### src/cit_ram.sv
// Simple dual-port synchronous RAM with registered read data.
module cit_ram #(
    parameter int W = 8,
    parameter int A = 4
) (
    input  logic         i_clk,
    input  logic         i_we,
    input  logic [A-1:0] i_waddr,
    input  logic [W-1:0] i_wdata,
    input  logic [A-1:0] i_raddr,
    output logic [W-1:0] o_rdata
);
    logic [W-1:0] r_mem [2**A];
    logic [W-1:0] r_rdata;

    always_ff @(posedge i_clk) begin
        if (i_we) begin
            r_mem[i_waddr] <= i_wdata;
        end
        r_rdata <= r_mem[i_raddr];
    end

    assign o_rdata = r_rdata;
endmodule

### config.mk
export PLATFORM = sky130hd
export DESIGN_NAME = cit_ram
export DESIGN_NICKNAME = d
export VERILOG_FILES = /design/src/cit_ram.sv
export SDC_FILE = /design/constraint.sdc
export NUM_CORES = 1
export LEC_CHECK = 0
export ABC_AREA = 1
export BUFFER_PORTS_ARGS = -buffer_cell sky130_fd_sc_hd__buf_2
export CORE_ASPECT_RATIO = 0.9
export CORE_MARGIN = 1
export CORE_UTILIZATION = 35
export CTS_CLUSTER_DIAMETER = 60
export DETAILED_ROUTE_END_ITERATION = 7
export GPL_TIMING_DRIVEN = 0
export PLACE_DENSITY_LB_ADDON = 0.08
export SKIP_CTS_REPAIR_TIMING = 1
export SYNTH_ARGS = -nofsm -noshare
export SYNTH_HDL_FRONTEND = slang
export SYNTH_SLANG_ARGS = --single-unit
### constraint.sdc
create_clock -name i_clk -period 1.4 [get_ports i_clk]
set_input_delay 0.42 -clock i_clk [delete_from_list [all_inputs] [get_ports i_clk]]
set_output_delay 0.42 -clock i_clk [all_outputs]
set_load 0.1 [all_outputs]
==> flow_results.org, run 1 <==
** Final layout
- Leaving out filler cells and counting taps, the final layout contains approximately 800.
- For this run, the post-layout net count is slightly above 600.
- The number of antenna diodes in the final layout is 0.
- Synthesis-to-finish area growth :: 18.16%
- Share of cells above drive strength 1 :: 13.76%

** Floorplanning
- Die footprint :: 0.01699 mm2
- The initial utilization of the core area, before any placement, comes to a little over a third.
- From bottom edge to top edge, the die measures 123.8 um.
- The initialized floorplan defines 44 standard-cell rows.
- Std-Cell Core Area :: 0.01613 mm2
- In this run the count of I/O pins placed on the die edge is 26.
- Die X :: around 140 um

** Critical path
- STA classifies the critical path endpoint as a flip-flop.
- Of all nets on the critical path, the largest fanout is 8.
- Startpoint-to-endpoint class of the critical path :: in -> reg
- Data arrives at the worst endpoint at between 1.5 and 2 ns.
- Critical path launch point type :: primary input
- In this run the register-to-register setup slack is between 0.3 and 0.4 ns.
- Required time at the endpoint of the critical path :: between 1 and 1.5 ns

** Timing
- The number of failing hold endpoints at the final stage came to 0.
- Headroom to the max-slew limit came out at between 30% and 40%.
- The count of pins over their slew limit is 0.
- Setup repair after global routing could not meet its margin everywhere.
- Clock skew on the completed layout was measured at around 0.0080 ns.
- Number of setup violations in the final report :: 32
- Period Utilization, post-route :: 108.5%
- Worst slew pin tran :: 0.9678 ns
- Timing would allow up to 658.1 MHz.
- Final setup slack of the worst path :: -0.1195 ns
- The routed design could run at a clock period as short as ~1.5 ns.
- Total negative slack for setup checks :: -2.329 ns

** Route
- Post-route DRC violation count :: 0
- Once detail routing completed, the nets flagged for antenna violations numbered 0.
- Wirelength, routed :: about 15000 um
- Using the TritonRoute via totals, the vias-per-cell ratio works out to 4.664.
- Dividing the detail-routed wire length by the instance count gives between 15 and 20 um.
- Iter 0 DRT Violations :: roughly 300
- Number of iterations in the first detailed-routing pass :: 5
- The routed layout has around 3800 vias.

** Placed design
- Placed instance count :: 780
- Before CTS, the worst setup slack after placement is -0.6012 ns.
- The congestion estimate from routability-driven global placement came to ~0.78.
- Detailed placement ended at an HPWL of roughly 10000 um.
- PortBufs :: 22

** CTS
- Cts bufs inserted :: 17
- The longest clock path from root to sink contains 2 buffers.
- H-Tree Level Count :: 4
- At the later pin of the worst-skew pair, clock insertion delay measures about 0.42 ns.
- Clock root buffer :: sky130_fd_sc_hd__clkbuf_16
- TritonCTS built the clock tree.
- CTS sink count :: 136
- After clock tree synthesis, the clock-pin slew on the worst setup and hold paths is roughly 0.060 ns.

** Pwr
- Total leakage power :: around 2.9 nW
- Total power density per cell area :: about 1400 mW/mm2
- VDD IR-drop max :: a little over 0.8 mV
- Overall power :: a little under 10 mW

** Yosys
- Synth Cell Area :: between 0.005 and 0.006 mm2
- In this run, synthesis inferred between 100 and 150 flip-flops with an integrated enable.
- Biggest area consumer among synthesized cells :: sky130_fd_sc_hd__edfxtp_1
- Of the post-synthesis cell area, the dominant cell type holds between 60% and 70%.
- Primary flip-flop cell chosen by synthesis mapping :: sky130_fd_sc_hd__edfxtp_1
- The share of the Yosys chip area taken by registers is ~69%.
- Number of synthesis warnings :: 0
- Counting every instance in the synthesized netlist gives around 550.
- Commonest cells post-synth :: sky130_fd_sc_hd__nand2_1, sky130_fd_sc_hd__edfxtp_1, sky130_fd_sc_hd__inv_1
- The number of different library cells used by synthesis comes to 12.
- When the netlist entered floorplanning its net count stood at around 570.
- The most common cell in the synthesized netlist is sky130_fd_sc_hd__nand2_1.
- The synthesized design contains about 140 register bits.
- Dividing the synthesized area by the synthesized cell count gives 10.47 um2.
- Synth async-reset ratio :: 0%
- Main area contributors after synthesis :: sky130_fd_sc_hd__edfxtp_1, sky130_fd_sc_hd__nand2_1, sky130_fd_sc_hd__nand3_1

** Run status
- Result of the run :: finished, violations left
- The checks that failed: setup timing.

** Min path
- Path category of the worst min-delay check :: in -> reg

** Global route
- The initial antenna violation count was 0.
- Largest net degree at the start of global routing :: 17
- Wire length of the first global-routing pass :: roughly 23000 um
- Vias in the first global route :: around 3700
- GR Util All Layers :: between 20% and 30%
- GRT Residual Overflow :: 0

** Job
- Maximum Capacitance Violations :: 0
==> layer usage <==
layer	up-vias	wire [um]	track usage (%)	share of wire (%)
met5	-	0	0	0
met4	0	129	5.563	0.84
met3	13	789	4.965	5.1
met2	97	6941	30.40	45
met1	1811	7483	28.54	49
li1	1857	-	-	-
==> registers in the layout, summed over array words and instances, names as in the netlist <==
register  count
o_rdata       8
r_mem       128
==> stage by stage <==
stage | area (um2) | hold slack, ns | util [%]
CTS | 6664 | 0.4126 | 41.31
global route | 6814 | 0.4226 | 42.24
finish | 6814 | 0.4182 | 42.24
global placement | 6136 | 0.6782 | 38.04
detailed placement | 6136 | 0.6835 | 38.04
floorplan | 5767 | 0.5189 | -
==> final cells by class <==
cell class                      count  area [um2]
Sequential cell                   136        4014
Buffer                             24       166.4
Tap cell                          207       259.0
Clock buffer                       24       451.7
Inverter                          102       382.9
Clock inverter                      6       76.32
Multi-Input combinational cell    289        1234
Fill cell                        1564        9316
Timing Repair Buffer               22       230.2
==> critical path: stages <==
cell	delay (ns)
sky130_fd_sc_hd__buf_2	0.12
sky130_fd_sc_hd__nand3b_1	0.24
sky130_fd_sc_hd__nor2_1	0.78
==> kinds of logic (layout without fill, tap and decap cells) <==
group	after synthesis	count (layout)	share of synthesized area (%)
AND/OR/NAND/NOR	289	289	21.05
buffers and inverters	126	178	9.525
flip-flops	136	136	69.43
==> path summary, 6_finish.rpt <==
path	start	end	cells past startpoint
worst max register to register	r_mem[10][5]$_DFFE_PP_	o_rdata[5]$_DFF_P_	6
worst min register to register	r_mem[6][2]$_DFFE_PP_	o_rdata[2]$_DFF_P_	6
worst min-delay path	i_wdata[2]	r_mem[6][2]$_DFFE_PP_	1
worst max-delay path	i_waddr[3]	r_mem[6][5]$_DFFE_PP_	3
==> power breakdown <==
group | internal [mW] | total [mW] | switching [mW] | leakage (nW)
Sequential | 4.56 | 4.60 | 0.0371 | 1.22
Clock | 2.58 | 4.12 | 1.55 | 0.255
Combinational | 0.258 | 0.884 | 0.626 | 1.43
==> layout by cell type (no fill, tap or decap), drive strengths merged <==
master	netlist	layout
nand2	173	173
edfxtp	128	128
inv	102	102
nand3	97	97
buf	24	46
clkbuf	0	24
nor2	17	17
dfxtp	8	8
clkinv	0	4
nand3b	2	2
bufinv	0	2
Power figures use the tool's default switching activity.
==> run 2: changes to the inputs <==
--- a/config.mk
+++ b/config.mk
@@ -10,6 +10,7 @@
 export CORE_ASPECT_RATIO = 0.9
 export CORE_MARGIN = 1
 export CORE_UTILIZATION = 35
+export CTS_BUF_LIST = sky130_fd_sc_hd__clkbuf_4 sky130_fd_sc_hd__clkbuf_8
 export CTS_CLUSTER_DIAMETER = 60
 export DETAILED_ROUTE_END_ITERATION = 7
 export GPL_TIMING_DRIVEN = 0
==> flow_results.org, run 2 (synthesized netlist as in run 1, its figures left out) <==
** Route
- Via count :: 3781 (was 3778)
- Routed Antenna Nets :: 0 (unchanged)
- The remaining routing DRC violations came to 0 (unchanged).
- Number of iterations in the first detailed-routing pass :: 5 (unchanged)
- The ratio of routed vias to standard cells was 4.668 (was 4.664).
- The routed length per instance came to 18.91 um (was 18.94 um).
- Wirelength, routed :: 15320 um (was 15340 um)
- Iter 0 DRT Violations :: 278 (was 296)

** Global route
- The initial antenna violation count is 0 (unchanged).
- The global routing usage summed across all routing layers is 20.04% (was 20.07%).
- The global-route congestion overflow total came to 0 (unchanged).
- The number of global-route vias before repair came to 3629 (was 3655).
- The wire length of the first global-routing pass was 22990 um (was 23120 um).
- Largest net degree at the start of global routing :: 17 (unchanged)

** Placed design
- Global placement routability congestion :: 0.7753 (unchanged)
- Detailed placer's ending HPWL :: 10040 um (unchanged)
- Post-place setup slack :: -0.6012 ns (unchanged)
- PortBufs :: 22 (unchanged)
- Placed instance count :: 780 (unchanged)

** CTS
- The maximum clock path buffer count was 2 (unchanged).
- CTS tree :: built (unchanged)
- H-Tree Level Count :: 4 (unchanged)
- Cts bufs inserted :: 17 (unchanged)
- Clock transition at path regs :: 0.07 ns (was 0.06 ns)
- The insertion delay of the later-clocked pin in the worst-skew pair is 0.45 ns (was 0.42 ns).
- Clock root buffer :: sky130_fd_sc_hd__clkbuf_8 (was sky130_fd_sc_hd__clkbuf_16)
- CTS sink count :: 136 (unchanged)

** Timing
- The count of pins over their slew limit was 0 (unchanged).
- Final hold violations :: 0 (unchanged)
- The worst hold slack across all endpoints is 0.3916 ns (was 0.4182 ns).
- Period Utilization, post-route :: 98.95% (was 108.5%)
- The final critical delay including setup and external delays came to 1.385 ns (was 1.520 ns).
- Worst slew pin tran :: 0.8770 ns (was 0.9678 ns)
- The number of setup violations in the final report came to 0 (was 32).
- Tightest slew margin relative to the limit :: 41.31% (was 35.24%)
- Total negative slack for setup checks :: 0 ns (was -2.329 ns)
- Maximum clock rate :: 721.9 MHz (was 658.1 MHz)
- The final worst setup slack came to 0.01471 ns (was -0.1195 ns).
- Unrepaired setup endpoints after global routing: yes (unchanged).
- Clock Skews :: 0.007740 ns (was 0.007964 ns)

** Critical path
- FF-to-FF End :: o_rdata[5]$_DFF_P_ (unchanged)
- The launching element type of the critical path is a flip-flop (was primary input).
- The maximum single-stage delay on the critical path was 0.34 ns (was 0.78 ns).
- The cell with the biggest individual delay on the critical path is sky130_fd_sc_hd__dfxtp_2 (was sky130_fd_sc_hd__nor2_1).
- Crit path cell chain: buf_12 (was buf_2, nand3b_1, nor2_1).
- The combined buffer and inverter count along the critical path is 1 (unchanged).
- Required time at the endpoint of the critical path :: 0.98 ns (was 1.44 ns)
- The element type at the critical path end is an output pin (was flip-flop).
- The data arrival time of the critical path is 0.97 ns (was 1.56 ns).
- Worst R2R Path Depth :: 6 (unchanged)
- The family of cells with the greatest summed delay on the critical path was flip-flops (was simple AND/OR/NAND/NOR gates).
- Minimum setup slack among reg-to-reg paths :: 0.33 ns (was 0.34 ns)
- The largest fanout of any net on the critical path is 1 (was 8).
- The start-to-end type of the worst setup path was reg -> out (was in -> reg).
- Startpoint of the most critical register-to-register path :: r_mem[10][5]$_DFFE_PP_ (unchanged)

** Min path
- The class of the most critical hold timing path is in -> reg (unchanged).
- The cell depth of the worst min-delay path was 1 (unchanged).
- The hold-critical path endpoint was r_mem[0][2]$_DFFE_PP_ (was r_mem[6][2]$_DFFE_PP_).
- Startpoint of the tightest hold check path :: i_wdata[2] (unchanged)

** Final layout
- Leading cell type in the layout, fill and taps excluded :: sky130_fd_sc_hd__nand2_1 (unchanged)
- Final non-filler cell total :: 810 (unchanged)
- The area taken by flip-flops and latches was 0.004014 mm2 (unchanged).
- The antenna diode count is 0 (unchanged).
- The most flop-heavy register is r_mem (unchanged).
- Count of filler cells inserted in the layout :: 1581 (was 1564)
- The number of nets in the final layout is 610 (unchanged).
- The footprint of the multi-input gates came to 0.001234 mm2 (unchanged).
- The layout cell share with drive strength beyond 1 came to 14.93% (was 13.76%).
- Highest-count cells in the layout ignoring fill and taps :: sky130_fd_sc_hd__nand2_1, sky130_fd_sc_hd__edfxtp_1, sky130_fd_sc_hd__inv_1, sky130_fd_sc_hd__nand3_1, sky130_fd_sc_hd__buf_2 (unchanged)
- The number of flip-flops in the largest register was 128 (unchanged).
- Synthesis-to-finish area growth :: 15.30% (was 18.16%)

** Pwr
- Total power density per cell area :: 1286 mW/mm2 (was 1409 mW/mm2)
- The total power draw is 8.552 mW (was 9.604 mW).
- The internal power of the cells is 6.490 mW (was 7.395 mW).
- The fraction of power consumed by the clock network is 36.0% (was 42.9%).
- The net switching power figure was 2.062 mW (was 2.208 mW).
- Total leakage power :: 2.843 nW (was 2.906 nW)
- The power share of the sequential group came to 53.7% (was 47.9%).
- The combinational power share is 10.3% (was 9.2%).
- The fraction of power spent switching nets came to 24.11% (was 22.99%).
- VDD IR-drop max :: 0.7109 mV (was 0.8227 mV)

** Floorplanning
- Die X :: 137.3 um (unchanged)
- Top-Level Pins :: 26 (unchanged)
- The standard cell core area was 0.01613 mm2 (unchanged).
- The placement row count came to 44 (unchanged).
- The floorplan die height came to 123.8 um (unchanged).
- The initial core utilization came to 35.75% (unchanged).
- Die footprint :: 0.01699 mm2 (unchanged)

** Run status
- Result of the run :: finished, final reports clean (was finished, violations left)

** Job
- The total of max-cap violations came to 0 (unchanged).
-- run 2: changes by cell type in the layout (fill, tap and decap cells not counted) --
cell                        before  now
sky130_fd_sc_hd__clkbuf_8        0   17
sky130_fd_sc_hd__clkbuf_16      17    0
sky130_fd_sc_hd__clkbuf_4        0    7
sky130_fd_sc_hd__clkbuf_1        7    0
-- run 2: final cells by class --
type	instances	area share, %
timing repair buffer	22	3.463
buffer	24	2.503
tap	207	3.895
clock buffer	24	4.309
clock inverter	6	1.148
inverter	102	5.758
sequential	136	60.37
multi-input combinational	289	18.55
-- run 2: worst reg2reg max path, stage by stage (launching register included) --
cell,delay [ns]
sky130_fd_sc_hd__edfxtp_1,0.37
sky130_fd_sc_hd__inv_1,0.07
sky130_fd_sc_hd__nand2_1,0.05
sky130_fd_sc_hd__nand3_1,0.13
sky130_fd_sc_hd__nand3_1,0.09
sky130_fd_sc_hd__nand3_1,0.16
sky130_fd_sc_hd__nand2_1,0.09
-- run 2: worst max path at each step --
stage	start	to	slack, ns	cells past startpoint
floorplan	i_waddr[3]	r_mem[4][0]$_DFFE_PP_	0.03	2
global placement	i_waddr[2]	r_mem[9][3]$_DFFE_PP_	-0.59	3
detailed placement	i_waddr[2]	r_mem[9][3]$_DFFE_PP_	-0.60	3
CTS	o_rdata[2]$_DFF_P_	o_rdata[2]	-0.23	1
global route	o_rdata[5]$_DFF_P_	o_rdata[5]	-0.04	1
finish	o_rdata[4]$_DFF_P_	o_rdata[4]	0.01	1
-- run 2: stage by stage --
stage               cell area (um2)  util, %
global placement               6136    38.04
floorplan                      5767        -
finish                         6649    41.22
global route                   6649    41.22
detailed placement             6136    38.04
CTS                            6499    40.29
-- run 2: metal layers --
| metal | wire [um] | GRT usage (%) | vias to the layer above |
|---|---|---|---|
| li1 | - | - | 1855 |
| met1 | 7426 | 28.36 | 1806 |
| met2 | 6862 | 30.21 | 109 |
| met3 | 879 | 5.088 | 11 |
| met4 | 147 | 5.975 | 0 |
| met5 | 0 | 0 | - |
-- run 2: power groups by stage --
stage               sequential (mW)  clock [mW]  combinational, mW
floorplan                      4.85           0              0.321
global placement               4.66           0              0.803
detailed placement             4.66           0              0.802
CTS                            4.57        3.14              0.805
global route                   4.60        3.30              0.951
finish                         4.59        3.08              0.883
==> run 3: changes to the inputs <==
--- a/config.mk
+++ b/config.mk
@@ -14,7 +14,7 @@
 export CTS_CLUSTER_DIAMETER = 60
 export DETAILED_ROUTE_END_ITERATION = 7
 export GPL_TIMING_DRIVEN = 0
-export PLACE_DENSITY_LB_ADDON = 0.08
+export PLACE_DENSITY = 0.58
 export SKIP_CTS_REPAIR_TIMING = 1
 export SYNTH_ARGS = -nofsm -noshare
 export SYNTH_HDL_FRONTEND = slang
==> flow_results.org, run 3 (synthesized netlist as in run 1, its figures left out) <==
** Timing
- Tightest slew margin relative to the limit :: 43.30% (was 41.31%)
- Worst slew pin tran :: 0.8473 ns (was 0.8770 ns)
- Unrepaired setup endpoints after global routing: yes (unchanged).
- Final hold violations :: 0 (unchanged)
- Clock Skews :: 0.006248 ns (was 0.007740 ns)
- The timing-limited maximum frequency came to 681.2 MHz (was 721.9 MHz).
- Number of setup violations in the final report :: 25 (was 0)
- Final setup slack of the worst path :: -0.06800 ns (was 0.01471 ns)
- Final Max Slew Viols :: 0 (unchanged)
- The total negative slack for setup checks is -0.8043 ns (was 0 ns).
- Clock period minus final worst setup slack :: 1.468 ns (was 1.385 ns)
- The share of the clock period used by the worst path is 104.9% (was 98.95%).

** Critical path
- The combined buffer and inverter count along the critical path was 1 (unchanged).
- Type of element capturing the critical path :: flip-flop (was output pin)
- Slowest cell delay on critical path :: 0.71 ns (was 0.34 ns)
- Crit path cell chain :: buf_2, nand3b_1, nor2_1 (was buf_12)
- Minimum setup slack among reg-to-reg paths :: 0.35 ns (was 0.33 ns)
- CP arrival :: 1.55 ns (was 0.97 ns)
- Required time at the endpoint of the critical path :: 1.48 ns (was 0.98 ns)
- Critical path launch point type :: primary input (was flip-flop)
- The cell with the biggest individual delay on the critical path was sky130_fd_sc_hd__nor2_1 (was sky130_fd_sc_hd__dfxtp_2).
- The start-to-end type of the worst setup path is in -> reg (was reg -> out).
- Dominant delay contributor by cell family on the critical path :: simple AND/OR/NAND/NOR gates (was flip-flops)
- Maximum fanout along the worst path :: 8 (was 1)

** Pwr
- Total power density per cell area :: 1305 mW/mm2 (was 1286 mW/mm2)
- The leakage power is 2.838 nW (was 2.843 nW).
- VDD IR-drop max :: 0.6615 mV (was 0.7109 mV)
- The total power draw is 8.689 mW (was 8.552 mW).

** Global route
- The wire length of the first global-routing pass was 21600 um (was 22990 um).
- GRT Residual Overflow :: 0 (unchanged)
- GR Util All Layers :: 18.27% (was 20.04%)
- Initial antenna violation count :: 0 (unchanged)
- Vias in the first global route :: 3768 (was 3629)
- The largest net degree at the start of global routing was 17 (unchanged).

** CTS
- Clock root buffer :: sky130_fd_sc_hd__clkbuf_8 (unchanged)
- Maximum count of clock buffers along a single path :: 2 (unchanged)
- The number of clock sinks seen by CTS was 136 (unchanged).
- Clock transition at path regs :: 0.08 ns (was 0.07 ns)
- The TritonCTS clock tree is built (unchanged).
- The clock buffer count from CTS is 17 (unchanged).
- H-Tree Level Count :: 4 (unchanged)
- The insertion delay of the later-clocked pin in the worst-skew pair was 0.45 ns (about the same).

** Min path
- Path category of the worst min-delay check :: in -> reg (unchanged)

** Final layout
- The footprint of the multi-input gates was 0.001229 mm2 (was 0.001234 mm2).
- Highest-count cells in the layout ignoring fill and taps: sky130_fd_sc_hd__nand2_1, sky130_fd_sc_hd__edfxtp_1, sky130_fd_sc_hd__inv_1, sky130_fd_sc_hd__nand3_1, sky130_fd_sc_hd__buf_2 (unchanged).
- The final non-filler cell area was 0.006658 mm2 (was 0.006649 mm2).
- The antenna diode count was 0 (unchanged).
- Flip-flop count of the largest register after layout :: 128 (unchanged)
- Count of filler cells inserted in the layout :: 1579 (was 1581)
- The layout cell share with drive strength beyond 1 is 14.57% (was 14.93%).
- Synthesis-to-finish area growth :: 15.45% (was 15.30%)
- The area taken by flip-flops and latches came to 0.004013 mm2 (was 0.004014 mm2).
- The most flop-heavy register was r_mem (unchanged).
- The leading cell type in the layout, fill and taps excluded is sky130_fd_sc_hd__nand2_1 (unchanged).
- The number of nets in the final layout was 610 (unchanged).

** Route
- The total length of routed met3 wires came to 928 um (was 879 um).
- The met1 layer wirelength in the final routing is 6640 um (was 7426 um).
- The remaining routing DRC violations was 0 (unchanged).
- Routed wire per std cell :: 17.29 um (was 18.91 um)
- The number of DRC violations after detailed-routing iteration 0 came to 372 (was 278).
- Amount of wire on met2 after detailed routing :: 6065 um (was 6862 um)
- The number of nets with antenna violations after detailed routing was 0 (unchanged).
- Wirelength, routed :: 14020 um (was 15320 um)
- The ratio of routed vias to standard cells is 4.679 (was 4.668).
- The via count came to 3795 (was 3781).
- Top layer used by detailed routing :: met4 (unchanged)
- Number of iterations in the first detailed-routing pass :: 5 (unchanged)

** Placed design
- The sum of net half-perimeters after detailed placement came to 9364 um (was 10040 um).
- Global placement routability congestion :: 0.8567 (was 0.7753)
- The post-placement cell area is 0.006136 mm2 (unchanged).
- PortBufs :: 22 (unchanged)

** Floorplanning
- Top-Level Pins :: 26 (unchanged)
- The die area was 0.01699 mm2 (unchanged).
- Die X :: 137.3 um (unchanged)
- The placement row count is 44 (unchanged).
- Std-Cell Core Area :: 0.01613 mm2 (unchanged)
- Effective utilization at floorplan :: 35.75% (unchanged)
- Die outline height :: 123.8 um (unchanged)

** Run status
- Result of the run: finished, violations left (was finished, final reports clean).
- The final reports fail on setup timing.

** Job
- Maximum Capacitance Violations :: 0 (unchanged)
[run 3: cell count changes in the layout (fill, tap and decap cells not counted), moves of 2 or more]
cell	before	now
sky130_fd_sc_hd__clkbuf_4	7	0
sky130_fd_sc_hd__clkinvlp_4	0	3
sky130_fd_sc_hd__clkinv_2	1	3
sky130_fd_sc_hd__inv_6	0	2
sky130_fd_sc_hd__nor2_1	9	11
sky130_fd_sc_hd__nor2_2	8	6
[run 3: path summary, 6_finish.rpt]
check | from | endpoint | depth (start not counted)
max | i_waddr[3] | r_mem[6][3]$_DFFE_PP_ | 3
min | i_wdata[4] | r_mem[13][4]$_DFFE_PP_ | 1
max reg2reg | r_mem[14][3]$_DFFE_PP_ | o_rdata[3]$_DFF_P_ | 6
min reg2reg | r_mem[7][2]$_DFFE_PP_ | o_rdata[2]$_DFF_P_ | 6
[run 3: area by class of cell]
type / count / share of cell area, %
Timing Repair Buffer: 22 / 3.270
Inverter: 102 / 5.751
Sequential cell: 136 / 60.27
Multi-Input combinational cell: 289 / 18.46
Clock buffer: 17 / 3.514
Buffer: 24 / 2.500
Tap cell: 207 / 3.890
Clock inverter: 14 / 2.349
[run 3: metal layers]
| layer | global-route usage (%) | vias up |
|---|---|---|
| li1 | - | 1853 |
| met1 | 25.35 | 1763 |
| met2 | 27.46 | 150 |
| met3 | 3.337 | 29 |
| met4 | 9.272 | 0 |
| met5 | 0 | - |
[run 3: metrics by stage]
step / worst slack, ns / std cells / hold slack [ns] / utilization, %
floorplan: 0.02916 / 551 / 0.5189 / -
global placement: -0.5377 / 780 / 0.6842 / 38.04
detailed placement: -0.5640 / 780 / 0.6960 / 38.04
CTS: -0.2248 / 811 / 0.3764 / 40.46
global route: -0.1451 / 811 / 0.3969 / 41.27
finish: -0.06800 / 811 / 0.3947 / 41.27
[run 3: worst register-to-register path, delay by kind of cell (launching register included)]
family	cells	cell delay [ns]
and+or+nand+nor	5	0.49
DFF	1	0.36
buffers and inverters	1	0.07
[run 3: where the power goes]
group / internal (mW) / switching, mW / total [mW]
registers: 4.55 / 0.0359 / 4.59
clock network: 1.73 / 1.51 / 3.24
logic: 0.250 / 0.613 / 0.863
